<file path="src/design/adpcm4_audio_decoder_defines.svh">
`ifndef ADPCM4_AUDIO_DECODER_DEFINES_SVH
`define ADPCM4_AUDIO_DECODER_DEFINES_SVH

// same-cycle implication, clocked on clk, off during reset
`define A4D_ASSERT_SAME(name, ante, cons, msg) \
    name: assert property (@(posedge clk) disable iff (!rst_n) (ante) |-> (cons)) \
        else $error(msg);

// next-cycle implication, clocked on clk, off during reset
`define A4D_ASSERT_NEXT(name, ante, cons, msg) \
    name: assert property (@(posedge clk) disable iff (!rst_n) (ante) |=> (cons)) \
        else $error(msg);

`endif

</file>
<file path="src/design/a4d_pkg.sv">
package a4d_pkg;

    localparam int BYTE_W   = 8;
    localparam int NIB_W    = 4;
    localparam int SAMPLE_W = 8;
    localparam int VOL_W    = 5;
    localparam int WORD_W   = 32;
    localparam int MUL_B_W  = 9;

    localparam logic [WORD_W-1:0] START_STEP = 32'h0000_0800;
    localparam logic [WORD_W-1:0] STEP_ROUND = 32'd127;
    localparam logic [VOL_W-1:0]  VOL_RESET  = 5'd16;
    localparam logic [VOL_W-1:0]  VOL_FULL   = 5'd16;

    typedef enum logic [1:0] {
        ALU_ADD,
        ALU_SUB,
        ALU_MUL
    } alu_op_t;

    // step multiplier, indexed by the raw nibble
    function automatic logic [7:0] adapt_lookup(input logic [NIB_W-1:0] nib);
        logic [7:0] f;
        unique case (nib)
            4'h0:                      f = 8'd112;
            4'h1, 4'h2, 4'h3, 4'h4:    f = 8'd128;
            4'h5, 4'h6:                f = 8'd136;
            4'h7, 4'h8, 4'h9:          f = 8'd192;
            4'hA, 4'hB:                f = 8'd136;
            default:                   f = 8'd128;
        endcase
        return f;
    endfunction

endpackage

</file>
<file path="src/design/a4d_if.sv">
interface a4d_in_if;
    import a4d_pkg::*;

    logic              valid;
    logic              ready;
    logic [BYTE_W-1:0] data_byte;
    logic              restart;

    modport source (output valid, output data_byte, output restart, input ready);
    modport sink   (input valid, input data_byte, input restart, output ready);
endinterface

interface a4d_out_if;
    import a4d_pkg::*;

    logic                       valid;
    logic                       ready;
    logic signed [SAMPLE_W-1:0] sample;
    logic                       last;

    modport source (output valid, output sample, output last, input ready);
    modport sink   (input valid, input sample, input last, output ready);
endinterface

</file>
<file path="src/design/adpcm4_audio_decoder.sv">
// channel    dir   payload                      handshake
// in_chan    in    data_byte[7:0], restart      valid/ready
// out_chan   out   sample[7:0] signed, last     valid/ready
// cfg        in    cfg_wr_data[4:0]             cfg_wr_en, no ready
//
// a byte is accepted in idle, then each nibble steps through SM1, SM2, VOL, DIF,
// MUL, OUT, ADP and STP on the shared add/sub/multiply unit, stepped by the sequencer
// a nibble waits in its output step while the previous sample is not taken
// the next byte is accepted while the last sample still waits in the output register
// reset loads the start state and sets the volume to 16
`include "adpcm4_audio_decoder_defines.svh"

module adpcm4_audio_decoder (
    input  logic                   clk,
    input  logic                   rst_n,
    input  logic                   cfg_wr_en,
    input  logic [a4d_pkg::VOL_W-1:0] cfg_wr_data,
    a4d_in_if.sink                 in_chan,
    a4d_out_if.source              out_chan
);
    import a4d_pkg::*;

    typedef enum logic [3:0] {
        ST_IDLE,
        ST_SM1,
        ST_SM2,
        ST_VOL,
        ST_DIF,
        ST_MUL,
        ST_OUT,
        ST_ADP,
        ST_STP
    } state_t;

    state_t                state_reg;
    logic                  nib_sel_reg;
    logic [BYTE_W-1:0]     byte_reg;
    logic [WORD_W-1:0]     po_reg;
    logic [WORD_W-1:0]     ppo_reg;
    logic [WORD_W-1:0]     sm_reg;
    logic [WORD_W-1:0]     step_reg;
    logic [WORD_W-1:0]     t_reg;
    logic [WORD_W-1:0]     u_reg;
    logic [VOL_W-1:0]      vol_reg;
    logic                  out_valid_reg;
    logic [SAMPLE_W-1:0]   out_sample_reg;
    logic                  out_last_reg;

    logic [NIB_W-1:0]      nib;
    logic [SAMPLE_W-1:0]   clamp;
    logic                  in_fire;
    logic                  out_free;

    alu_op_t               alu_op;
    logic [WORD_W-1:0]     alu_a;
    logic [WORD_W-1:0]     alu_b;
    logic [WORD_W-1:0]     alu_sum;
    logic signed [WORD_W+MUL_B_W-1:0] mul_full;
    logic [WORD_W-1:0]     alu_res;

    assign in_fire  = in_chan.valid && in_chan.ready;
    assign out_free = !out_valid_reg || out_chan.ready;
    assign nib      = nib_sel_reg ? byte_reg[BYTE_W-1:NIB_W] : byte_reg[NIB_W-1:0];

    // sm >>> 8 saturated to 8 bits
    always_comb
    begin
        if ((&sm_reg[WORD_W-1:15]) || !(|sm_reg[WORD_W-1:15]))
        begin
            clamp = sm_reg[15:8];
        end
        else if (sm_reg[WORD_W-1])
        begin
            clamp = 8'h80;
        end
        else
        begin
            clamp = 8'h7F;
        end
    end

    // operand select for the shared unit
    always_comb
    begin
        alu_op = ALU_ADD;
        alu_a  = '0;
        alu_b  = '0;
        unique case (state_reg)
            ST_SM1:
            begin
                alu_op = ALU_SUB;
                alu_a  = sm_reg;
                alu_b  = WORD_W'($signed(sm_reg) >>> 3);
            end
            ST_SM2:
            begin
                alu_a = t_reg;
                alu_b = ppo_reg;
            end
            ST_VOL:
            begin
                alu_op = ALU_MUL;
                alu_a  = {{(WORD_W-SAMPLE_W){clamp[SAMPLE_W-1]}}, clamp};
                alu_b  = {{(WORD_W-VOL_W){1'b0}}, vol_reg};
            end
            ST_DIF:
            begin
                alu_op = ALU_SUB;
                alu_a  = po_reg;
                alu_b  = ppo_reg;
            end
            ST_MUL:
            begin
                alu_op = ALU_MUL;
                alu_a  = step_reg;
                alu_b  = {{(WORD_W-NIB_W){nib[NIB_W-1]}}, nib};
            end
            ST_OUT:
            begin
                alu_a = t_reg;
                alu_b = u_reg;
            end
            ST_ADP:
            begin
                alu_op = ALU_MUL;
                alu_a  = step_reg;
                alu_b  = {{(WORD_W-8){1'b0}}, adapt_lookup(nib)};
            end
            ST_STP:
            begin
                alu_a = t_reg;
                alu_b = STEP_ROUND;
            end
            default:
            begin
                alu_op = ALU_ADD;
            end
        endcase
    end

    // shared adder and multiplier, low word kept
    always_comb
    begin
        if (alu_op == ALU_SUB)
        begin
            alu_sum = alu_a - alu_b;
        end
        else
        begin
            alu_sum = alu_a + alu_b;
        end
        mul_full = $signed(alu_a) * $signed(alu_b[MUL_B_W-1:0]);
        if (alu_op == ALU_MUL)
        begin
            alu_res = mul_full[WORD_W-1:0];
        end
        else
        begin
            alu_res = alu_sum;
        end
    end

    always_ff @(posedge clk or negedge rst_n)
    begin
        if (!rst_n)
        begin
            state_reg     <= ST_IDLE;
            nib_sel_reg   <= 1'b0;
            po_reg        <= '0;
            ppo_reg       <= '0;
            sm_reg        <= '0;
            step_reg      <= START_STEP;
            vol_reg       <= VOL_RESET;
            out_valid_reg <= 1'b0;
        end
        else
        begin
            if (cfg_wr_en)
            begin
                vol_reg <= cfg_wr_data;
            end
            // in the output step the register is reloaded instead
            if (out_valid_reg && out_chan.ready && (state_reg != ST_VOL))
            begin
                out_valid_reg <= 1'b0;
            end
            unique case (state_reg)
                ST_IDLE:
                begin
                    if (in_fire)
                    begin
                        byte_reg    <= in_chan.data_byte;
                        nib_sel_reg <= 1'b0;
                        if (in_chan.restart)
                        begin
                            po_reg   <= '0;
                            ppo_reg  <= '0;
                            sm_reg   <= '0;
                            step_reg <= START_STEP;
                        end
                        state_reg <= ST_SM1;
                    end
                end
                ST_SM1:
                begin
                    t_reg     <= alu_res;
                    state_reg <= ST_SM2;
                end
                ST_SM2:
                begin
                    sm_reg    <= alu_res;
                    state_reg <= ST_VOL;
                end
                ST_VOL:
                begin
                    if (out_free)
                    begin
                        if (vol_reg < VOL_FULL)
                        begin
                            out_sample_reg <= alu_res[SAMPLE_W+3:4];
                        end
                        else
                        begin
                            out_sample_reg <= clamp;
                        end
                        out_last_reg  <= nib_sel_reg;
                        out_valid_reg <= 1'b1;
                        state_reg     <= ST_DIF;
                    end
                end
                ST_DIF:
                begin
                    u_reg     <= alu_res;
                    state_reg <= ST_MUL;
                end
                ST_MUL:
                begin
                    t_reg     <= alu_res;
                    state_reg <= ST_OUT;
                end
                ST_OUT:
                begin
                    ppo_reg   <= po_reg;
                    po_reg    <= alu_res;
                    state_reg <= ST_ADP;
                end
                ST_ADP:
                begin
                    t_reg     <= alu_res;
                    state_reg <= ST_STP;
                end
                ST_STP:
                begin
                    step_reg <= WORD_W'($signed(alu_res) >>> 7);
                    if (nib_sel_reg)
                    begin
                        state_reg <= ST_IDLE;
                    end
                    else
                    begin
                        nib_sel_reg <= 1'b1;
                        state_reg   <= ST_SM1;
                    end
                end
                default:
                begin
                    state_reg <= ST_IDLE;
                end
            endcase
        end
    end

    assign in_chan.ready   = (state_reg == ST_IDLE);
    assign out_chan.valid  = out_valid_reg;
    assign out_chan.sample = out_sample_reg;
    assign out_chan.last   = out_last_reg;

    `A4D_ASSERT_NEXT(a_accept_starts, in_fire, (state_reg == ST_SM1) && !nib_sel_reg, "request accepted but decode did not start")
    `A4D_ASSERT_NEXT(a_sample_loaded, (state_reg == ST_VOL) && out_free, out_chan.valid && (out_chan.last == $past(nib_sel_reg)), "sample not loaded with the right nibble flag")
    `A4D_ASSERT_NEXT(a_step_hold, (state_reg != ST_STP) && !in_fire, $stable(step_reg), "step size changed outside its update")
    `A4D_ASSERT_SAME(a_busy_not_ready, state_reg != ST_IDLE, !in_chan.ready, "ready raised during decode")

endmodule

</file>
<file path="src/flat_wrapper.sv">
// flat-port wrapper written by rule: the top's interface ports become plain ports
module adpcm4_audio_decoder_flat import a4d_pkg::*;
  (clk, rst_n, cfg_wr_en, cfg_wr_data, in_chan_valid, in_chan_data_byte, in_chan_restart, in_chan_ready, out_chan_valid, out_chan_sample, out_chan_last, out_chan_ready);
  a4d_in_if in_chan_i ();
  a4d_out_if out_chan_i ();
  input  logic clk;
  input  logic rst_n;
  input  logic cfg_wr_en;
  input  logic [a4d_pkg::VOL_W-1:0] cfg_wr_data;
  input wire logic [$bits(in_chan_i.valid)-1:0] in_chan_valid;
  input wire logic [$bits(in_chan_i.data_byte)-1:0] in_chan_data_byte;
  input wire logic [$bits(in_chan_i.restart)-1:0] in_chan_restart;
  output wire logic [$bits(in_chan_i.ready)-1:0] in_chan_ready;
  output wire logic [$bits(out_chan_i.valid)-1:0] out_chan_valid;
  output wire logic [$bits(out_chan_i.sample)-1:0] out_chan_sample;
  output wire logic [$bits(out_chan_i.last)-1:0] out_chan_last;
  input wire logic [$bits(out_chan_i.ready)-1:0] out_chan_ready;
  assign in_chan_i.valid = in_chan_valid;
  assign in_chan_i.data_byte = in_chan_data_byte;
  assign in_chan_i.restart = in_chan_restart;
  assign in_chan_ready = in_chan_i.ready;
  assign out_chan_valid = out_chan_i.valid;
  assign out_chan_sample = out_chan_i.sample;
  assign out_chan_last = out_chan_i.last;
  assign out_chan_i.ready = out_chan_ready;
  adpcm4_audio_decoder u_core (.clk(clk), .rst_n(rst_n), .cfg_wr_en(cfg_wr_en), .cfg_wr_data(cfg_wr_data), .in_chan(in_chan_i), .out_chan(out_chan_i));
endmodule
</file>
<file path="config.mk">
export PLATFORM = sky130hd
export DESIGN_NAME = adpcm4_audio_decoder_flat
export DESIGN_NICKNAME = d
export VERILOG_FILES = /design/src/design/a4d_pkg.sv /design/src/design/a4d_if.sv /design/src/design/adpcm4_audio_decoder.sv /design/src/flat_wrapper.sv
export VERILOG_INCLUDE_DIRS = /design/src /design/src/design
export SDC_FILE = /design/constraint.sdc
export NUM_CORES = 1
export LEC_CHECK = 0
export BUFFER_PORTS_ARGS = -buffer_cell sky130_fd_sc_hd__buf_4
export CORE_MARGIN = 2
export CORE_UTILIZATION = 25
export CTS_CLUSTER_DIAMETER = 60
export CTS_CLUSTER_SIZE = 14
export DETAILED_ROUTE_END_ITERATION = 12
export GPL_TIMING_DRIVEN = 0
export PLACE_DENSITY = 0.45
export RECOVER_POWER = 50
export SLEW_MARGIN = 20
export SYNTH_ARGS = -nofsm -noshare
export SYNTH_HDL_FRONTEND = slang
export SYNTH_SLANG_ARGS = --single-unit
</file>
<file path="constraint.sdc">
create_clock -name clk -period 16.2 [get_ports clk]
set_input_delay 1.62 -clock clk [delete_from_list [all_inputs] [get_ports clk]]
set_output_delay 1.62 -clock clk [all_outputs]
set_load 0.01 [all_outputs]
</file>
### Word level (Yosys, flattened, before mapping)

Memories as Yosys holds them, arrays and structs flattened.
Cells that the tools add are included.

| cells by class | value |
|---|---|
| add/subtract/negate cells | 2 |
| multiply operators | 1 |
| reductions and logical operators | 28 |
| multiplexer cells | 26 |
| $lt $le $gt $ge | 1 |
| eq/ne operators | 14 |

Operators by type and width:

| operator | count |
|---|---|
| one-hot mux 32 bit (2 select lines) | 4 |
| one-hot mux 32 bit (7 select lines) | 1 |
| two-way mux 32 bit | 6 |
| one-hot mux 32 bit (5 select lines) | 1 |
| one-hot mux 4 bit (9 select lines) | 1 |
| adder 32 bit | 1 |
| multiplier 32 x 9 -> 32 bit | 1 |
| subtractor 32 bit | 1 |
| two-way mux 8 bit | 3 |
| AND reduction 17 bit | 1 |
| OR reduction 17 bit | 1 |
| equality test 4 x 3 -> 1 bit, second input constant | 4 |
| AND reduction 3 bit | 5 |
| two-way mux 4 bit | 3 |
| OR reduction 3 bit | 3 |
| equality test 4 x 2 -> 1 bit, second input constant | 2 |
| AND reduction 2 bit | 4 |
| nonzero test 2 bit | 3 |
| OR reduction 2 bit | 3 |
| less-than comparator 5 bit, second input constant | 1 |
| two-way mux 1 bit | 5 |
| equality test 4 x 1 -> 1 bit, second input constant | 1 |
| equality test 4 bit, second input constant | 1 |
| zero test 4 bit | 1 |
| other kinds (10) | 15 |

| word-level totals | value |
|---|---|
| input bits | 19 |
| output and inout port bits | 11 |
| ROM bits | 80 |
| word-level logic and storage cells | 86 |
| memories kept | 1 |
| register bits after elaboration | 220 |

Memories:

| memory | depth | bits a word | read ports | clocked after Yosys merged registers in | wr ports | RTL line | text |
|---|---|---|---|---|---|---|---|
| (no name shown) | 16 | 5 | 1 | 0 | 0 | a4d_pkg.sv:24 | `unique case (nib)` |

### Depth between registers and ports, before layout

Gate-level depths: netlist of the first run.

| logic depth | value |
|---|---|
| depth in word-level cells | 9 |
| depth in mapped cells | 34 |
| mapped depth without buffers | 28 |

### Least setup slack after synthesis of the first run

No wires, ideal clock.

| timing | value |
|---|---|
| path type | register to register |
| from | register u_core.state_reg[1] |
| to | register u_core.t_reg[30], data pin |
| path slack | 8.399 ns |
| period minus slack after synthesis | 7.801 ns |
| required time | 16.016 ns |
| setup time | 0.184 ns |
| buffers on the path | 7 |
| arrival | 7.618 ns |
| stages on the path, launching flop included | 33 |
| cells stage by stage | dfrtp_1 -> buf_6 -> buf_2 -> buf_6 -> buf_4 -> or3b_1 -> a21oi_1 -> buf_2 -> buf_1 -> nand2_1 -> and4_1 -> clkbuf_1 -> inv_1 -> nand2_1 -> fa_1 -> inv_1 -> fa_1 -> fa_1 -> fa_1 -> inv_1 -> fa_1 -> inv_1 -> ha_1 -> inv_1 -> o21bai_1 -> a21boi_0 -> o311a_1 -> or2_2 -> o31a_1 -> a311o_1 -> a31o_2 -> xor2_1 -> a211oi_1 |

| between the ends | value |
|---|---|
| longest elaborated chain between the ends | 6 |
| elaborated cells on any way between the ends | 23 |
| classes of those cells | add/sub: 2; mul: 1; eq/ne: 10; mux: 5; reduce/logical: 5 |

RTL lines:

| item | RTL line | text |
|---|---|---|
| from (decl) | adpcm4_audio_decoder.sv:35 | `state_t state_reg;` |
| from (signal assigned) | adpcm4_audio_decoder.sv:167 | `state_reg <= ST_IDLE;` |
| from (signal assigned) | adpcm4_audio_decoder.sv:201 | `state_reg <= ST_SM1;` |
| from (signal assigned) | adpcm4_audio_decoder.sv:207 | `state_reg <= ST_SM2;` |
| parallel branches: the longest is 5 deep, another holds multiplier 32 x 9 -> 32 bit | -- |  |
| two-way mux 32 bit * | adpcm4_audio_decoder.sv:153 | `if (alu_op == ALU_MUL)` |
| named net u_core.alu_res[30] | adpcm4_audio_decoder.sv:59 | `logic [WORD_W-1:0] alu_res;` |
| to (signal assigned) | adpcm4_audio_decoder.sv:206 | `t_reg <= alu_res;` |
| to (signal assigned) | adpcm4_audio_decoder.sv:238 | `t_reg <= alu_res;` |
| to (signal assigned) | adpcm4_audio_decoder.sv:249 | `t_reg <= alu_res;` |
| to (decl) | adpcm4_audio_decoder.sv:42 | `logic [WORD_W-1:0] t_reg;` |

Mark *: on every way through the listed nets, which the timed path passes.
A chain may end at the register's enable or synchronous reset.

### Worst setup path in the final report of the first run

| timing | value |
|---|---|
| from | register u_core.state_reg[2] |
| to | register u_core.t_reg[30], data pin |

Same word-level chain as after synthesis.

==> metrics.txt, run 1 <==
fin. max-slew vios=181; cell repeated most along the worst path=clkbuf_1; most common cell in the netlist=nand2_1; worst skew pair latency=about 0.52 ns; Post-synth EDFFs=a little over 80; top-area cell type share of the netlist area=between 15 and 20%; post-route insts no fill=roughly 3200; final setup fails=0; setup TNS=0 ns; CP max FO=10; post-route setup slack=around 5.4 ns; Boundary Pins=30; Reg2Reg Capture Point=u_core.t_reg[30]$_DFFE_PP_; Area contributors post-synth=fa_1, dfrtp_1, edfxtp_1, ha_1, nand2_1; Core ar.=77470 µm²; Critical Path Start Type=flip-flop; WP buf/inv=11; max-cap viol count=4; Slew @ Worst Pin=between 4 and 5 ns; worst r2r path cells=30; Hold WC Path Type=flip-flop to flip-flop; Worst Path Arrival=11.06 ns; hold path startpoint=u_core.nib_sel_reg$_DFFE_PN0P_; syn nets=~2400; antenna violations before repair=1; Post-DP HPWL=61230 µm; max incr delay on CP=0.70 ns; Die Height=approximately 280 µm; failing checks=max-capacitance violations, max-slew violations; Synth area leader=fa_1; cts repair resizes=0; post-CTS setup buffers=0; crit-path leading delay family=buffers and inverters; register area=approximately 5700 µm²; Root Driver=clkbuf_16; pin count of the biggest net entering global routing=89; GRT overflow=0; die width=roughly 280 µm; Netlist cell types=around 100; clock buffer depth=3; Yosys reg bits=213; vias per cell=just over 5; number of routed nets with antenna violations=0; synth warn=0; NumNets Final=2418; endpoints failing hold=0; FP Rows=slightly above 100; first-pass detailed-route iteration total=6; Final min period=10.80 ns; Mapped Area=19590 µm²; clock slew at reported path FFs=0.07 ns; Synth Instances=2062; CTS sink cnt=approximately 210; Initial Util=25.28%; clock buffer count from CTS=19; placed instance count=between 3000 and 4000; Slew Limit Headroom=-228.4%; mean post-synth cell area=around 9.5 µm²; r2r startpoint=u_core.state_reg[2]$_DFFE_PN0P_; CTS tree=done; Area growth syn-to-layout=10.87%; post-synthesis sequential area ratio=slightly below 30%; WL final=between 70000 and 80000 µm; WL/cell=approximately 24 µm; asr flop ratio synth=61.97%; number of cells on the critical path=30; Worst Skew=roughly 0.016 ns; number of global-route vias before repair=16490; gr usage total=roughly 18%; filler instances=~8300; dpl ws=5.872 ns; unrepaired setup endpoints after global routing=no; slowest CP cell=clkbuf_1; share of post-route cells with drive strength above 1=between 5 and 6%; CP required=16.46 ns; Initial DRC Count=about 1600; # DRC=0; slack of the worst reg-to-reg path=between 5 and 6 ns; port bufs=29; status=finished, violations left; critical path startpoint=u_core.state_reg[2]$_DFFE_PN0P_; CTS H-Tree Depth=1; CP Capture Type=flip-flop; hold_buf cts=0; Die ar.=80600 µm²; vias=16460; synth cell count leaders=nand2_1, nor2_1, fa_1; global-route wire length before repair=~110000 µm; period utilisation layout=66.69%; fmax=between 90 and 100 MHz; CP endpoint=u_core.t_reg[30]$_DFFE_PP_; crit path kind=flip-flop to flip-flop; area of the multi-input gates=12710 µm²; top_reg_cell synth=dfrtp_1; routability cong.=approximately 0.9
## layout make-up
type | instances | area share [%]
plain buffers | 120 | 2.270
flip-flops and latches | 213 | 26.43
well taps | 1040 | 5.993
diodes | 1 | 0.01152
repair buffers | 36 | 1.129
multi-input cells | 1550 | 58.52
clock buffers | 32 | 2.512
inverters | 179 | 3.094
clock inverters | 1 | 0.04034
## cells by family (layout without fill, tap and decap cells)
group | Yosys count | count (layout) | synth area share (%)
AOI/OAI and AO/OA | 468 | 468 | 17.31
xor gates and xnor gates | 86 | 86 | 3.846
adders and majority gates | 280 | 280 | 24.83
buffers and inverters | 299 | 368 | 5.986
DFF | 213 | 213 | 29.30
muxes | 43 | 43 | 2.408
other | 0 | 1 | 0
and+or+nand+nor | 673 | 673 | 16.32
## layer usage
| layer | wire [µm] | track usage, % |
|---|---|---|
| met3 | 5276 | 3.513 |
| met5 | 126 | 0.8333 |
| met2 | 33910 | 29.12 |
| met4 | 2487 | 5.344 |
| met1 | 33570 | 25.65 |
## worst register-to-register path: cells and delay by family (launching register included)
kind,cells,cell delay [ns]
buffers and inverters,11,3.42
adder cells (fa/ha/maj),6,2.86
AO/OA/AOI/OAI,7,2.36
AND/OR/NAND/NOR,5,1.28
flip-flops,1,0.47
XOR/XNOR,1,0.17
## stage by stage
stage          hold slack, ns  utilization, %  instance area, µm²
5_1_grt                0.4631           28.03               21710
3_5_place_dp           0.4341           27.43               21250
4_1_cts                0.4509           28.15               21810
6_report               0.4473           28.03               21710
3_3_place_gp           0.4250           27.24               21100
2_1_floorplan          0.4196               -               19590
## worst min-delay path by stage
stage | end | slack, ns | cells after the start
2_1_floorplan | u_core.out_chan.last$_DFFE_PP_ | 0.42 | 0
3_3_place_gp | u_core.out_chan.last$_DFFE_PP_ | 0.43 | 0
3_5_place_dp | u_core.out_chan.last$_DFFE_PP_ | 0.43 | 0
4_1_cts | u_core.out_chan.last$_DFFE_PP_ | 0.45 | 0
5_1_grt | u_core.out_chan.last$_DFFE_PP_ | 0.46 | 0
6_report | u_core.out_chan.last$_DFFE_PP_ | 0.45 | 0
## placed cells by master, fill, tap and decap left out, types with 16 or more instances in the layout
cell type	instances
ha_1	99
clkbuf_16	20
o31ai_1	16
fa_1	181
nor2_1	199
and2_1	20
a21oi_1	80
nand2_1	274
mux2_2	28
nor3_1	18
xnor2_1	55
nand4_1	19
a22o_1	93
nand3_1	28
a21o_1	31
a22oi_1	39
edfxtp_1	81
inv_1	179
o21ai_0	57
o21a_1	20
and4_1	21
dfrtp_1	130
clkbuf_1	121
xor2_1	31
Power of run 1 is not shown: default switching activity piles up to over one toggle a cycle in this logic, so the estimate is an artifact.
==> run 2, diff against run 1 <==
ABC_AREA = 1   (was unset)
PLACE_DENSITY = 0.46   (was 0.45)
clock period = 9.2 ns   (was 16.2 ns; I/O delays follow)
==> metrics.txt, run 2 <==
WL final=between 70000 and 80000 µm; max-cap viol count=5; Boundary Pins=30; vias=17440; Die ar.=82420 µm²; clock buffer count from CTS=19; slowest CP cell=o21ai_0; Final min period=8.854 ns; post-synthesis sequential area ratio=between 20 and 30%; fmax=approximately 110 MHz; pin count of the biggest net entering global routing=just over 70; period utilisation layout=96.24%; Synth Instances=between 2000 and 3000; top_reg_cell synth=dfrtp_1; post-CTS setup buffers=0; register area=approximately 5700 µm²; share of post-route cells with drive strength above 1=under 10%; Critical Path Start Type=flip-flop; synth warn=0; post-route setup slack=about 0.35 ns; failing checks=max-capacitance violations, max-slew violations; CTS tree=done; vias per cell=4.776; WL/cell=between 20 and 25 µm; routability cong.=just over 0.9; number of routed nets with antenna violations=0; synth cell count leaders=nand2_1, inv_1, nor2_1; Mapped Area=between 20000 and 25000 µm²; port bufs=28; Initial Util=between 20% and 30%; filler instances=between 8000 and 9000; antenna violations before repair=1; Slew @ Worst Pin=3.992 ns; FP Rows=103; unrepaired setup endpoints after global routing=no; clock buffer depth=3; Area growth syn-to-layout=10.70%; Worst Path Arrival=~9.3 ns; Core ar.=approximately 80000 µm²; area of the multi-input gates=12290 µm²; clock slew at reported path FFs=roughly 0.070 ns; CP required=between 9 and 10 ns; cell repeated most along the worst path=nand2_1; mean post-synth cell area=around 7.9 µm²; CP max FO=10; Netlist cell types=62; GRT overflow=0; crit path kind=flip-flop to flip-flop; CTS sink cnt=approximately 210; CP Capture Type=flip-flop; status=finished, violations left; first-pass detailed-route iteration total=6; setup TNS=0 ns; number of global-route vias before repair=about 17000; Post-DP HPWL=roughly 62000 µm; syn nets=2830; endpoints failing hold=0; gr usage total=18.59%; NumNets Final=just under 3000; asr flop ratio synth=slightly above 60%; dpl ws=roughly 0.036 ns; commonest non-fill, non-tap cell in the layout=nand2_1; worst skew pair latency=just over 0.5 ns; Slew Limit Headroom=-166.2%; most common cell in the netlist=nand2_1; most frequent cells in the layout=nand2_1, inv_1, nor2_1, fa_1, dfrtp_1; final setup fails=0; # DRC=0; Worst Skew=~0.018 ns; Post-synth EDFFs=just over 80; Initial DRC Count=around 1600; Root Driver=clkbuf_16; top-area cell type share of the netlist area=a little under a fifth; die width=287.1 µm; fin. max-slew vios=roughly 180; Yosys reg bits=between 200 and 250; global-route wire length before repair=about 110000 µm; Area contributors post-synth=fa_1, dfrtp_1, edfxtp_1, nand2_1, inv_1; Die Height=around 290 µm; Synth area leader=fa_1; max incr delay on CP=roughly 0.80 ns; hold slack=0.4839 ns; Hold WC Path Type=flip-flop to flip-flop; CTS H-Tree Depth=1
[run 2: cell count changes in the layout (fill, tap and decap cells not counted), sizes merged, moves of 36 or more]
cell and change:
nor2 +70, xnor2 -36, nand2 +315, a22o -91, clkbuf -39, nand3 +101
o22ai +43, inv +279, a22oi -38, o21ai +80
[run 2: worst paths after layout]
path | startpoint | end | slack, ns | cells after the start
worst min-delay path | u_core.po_reg[25]$_DFFE_PN0P_ | u_core.po_reg[25]$_DFFE_PN0P_ | 0.48 | 2
worst max register to register | u_core.state_reg[3]$_DFFE_PN0P_ | u_core.sm_reg[30]$_DFFE_PN0P_ | 0.35 | 33
worst min register to register | u_core.po_reg[25]$_DFFE_PN0P_ | u_core.po_reg[25]$_DFFE_PN0P_ | 0.48 | 2
max in group asynchronous | rst_n | u_core.ppo_reg[0]$_DFFE_PN0P_ | 2.30 | 2
min in group asynchronous | rst_n | u_core.sm_reg[25]$_DFFE_PN0P_ | 1.72 | 1
worst max-delay path | u_core.state_reg[3]$_DFFE_PN0P_ | u_core.sm_reg[30]$_DFFE_PN0P_ | 0.35 | 33
[run 2: timing repair]
item | 4_1_cts | 5_1_grt
setup endpoints to repair | 0 | 46
hold buffers | 0 | 0
resized for setup | 0 | 21
[run 2: area by class of cell]
class / count / area share (%)
buffer: 71 / 1.433
sequential: 213 / 25.87
multi-input combinational: 1789 / 55.39
timing repair buffer: 37 / 1.168
clock buffer: 32 / 2.364
antenna: 1 / 0.01128
clock inverter: 1 / 0.05077
tap: 1050 / 5.923
inverter: 458 / 7.785
[run 2: logic make-up (layout without fill, tap and decap cells)]
| family | after synthesis | count (layout) | synth area share, % |
|---|---|---|---|
| AND/OR/NAND/NOR | 1067 | 1067 | 23.16 |
| buffers and inverters | 529 | 599 | 10.15 |
| AO/OA/AOI/OAI | 385 | 385 | 11.25 |
| adder cells (fa/ha/maj) | 280 | 280 | 24.27 |
| flip-flops | 213 | 213 | 28.64 |
| XOR/XNOR | 54 | 54 | 2.361 |
| multiplexers | 3 | 3 | 0.1686 |
| other | 0 | 1 | 0 |
[run 2: critical path: cells and delay by family (launching register included)]
family	cells	cell delay, ns
compound gates	7	2.06
buf+inv	8	1.71
simple gates	12	1.96
fa+ha+maj	6	2.63
flops	1	0.37
[run 2: per-stage QoR]
step                util [%]  instances  instance area (µm²)
floorplan                  -       2531                20030
CTS                    28.17       3651                22290
detailed placement     27.49       3618                21750
global route           28.03       3651                22180
global placement       27.24       3609                21560
finish                 28.03       3652                22180
[run 2: layer usage]
metal | wire length [µm] | vias to the layer above | part of all wire, % | GRT usage [%]
met5 | 0 | - | 0 | 0
met4 | 2410 | 0 | 3.2 | 5.417
met3 | 4614 | 104 | 6.0 | 2.722
met2 | 35300 | 577 | 46 | 30.40
met1 | 34110 | 8584 | 45 | 25.42
li1 | - | 8178 | - | -
Power of run 2 is left out for the same reason.
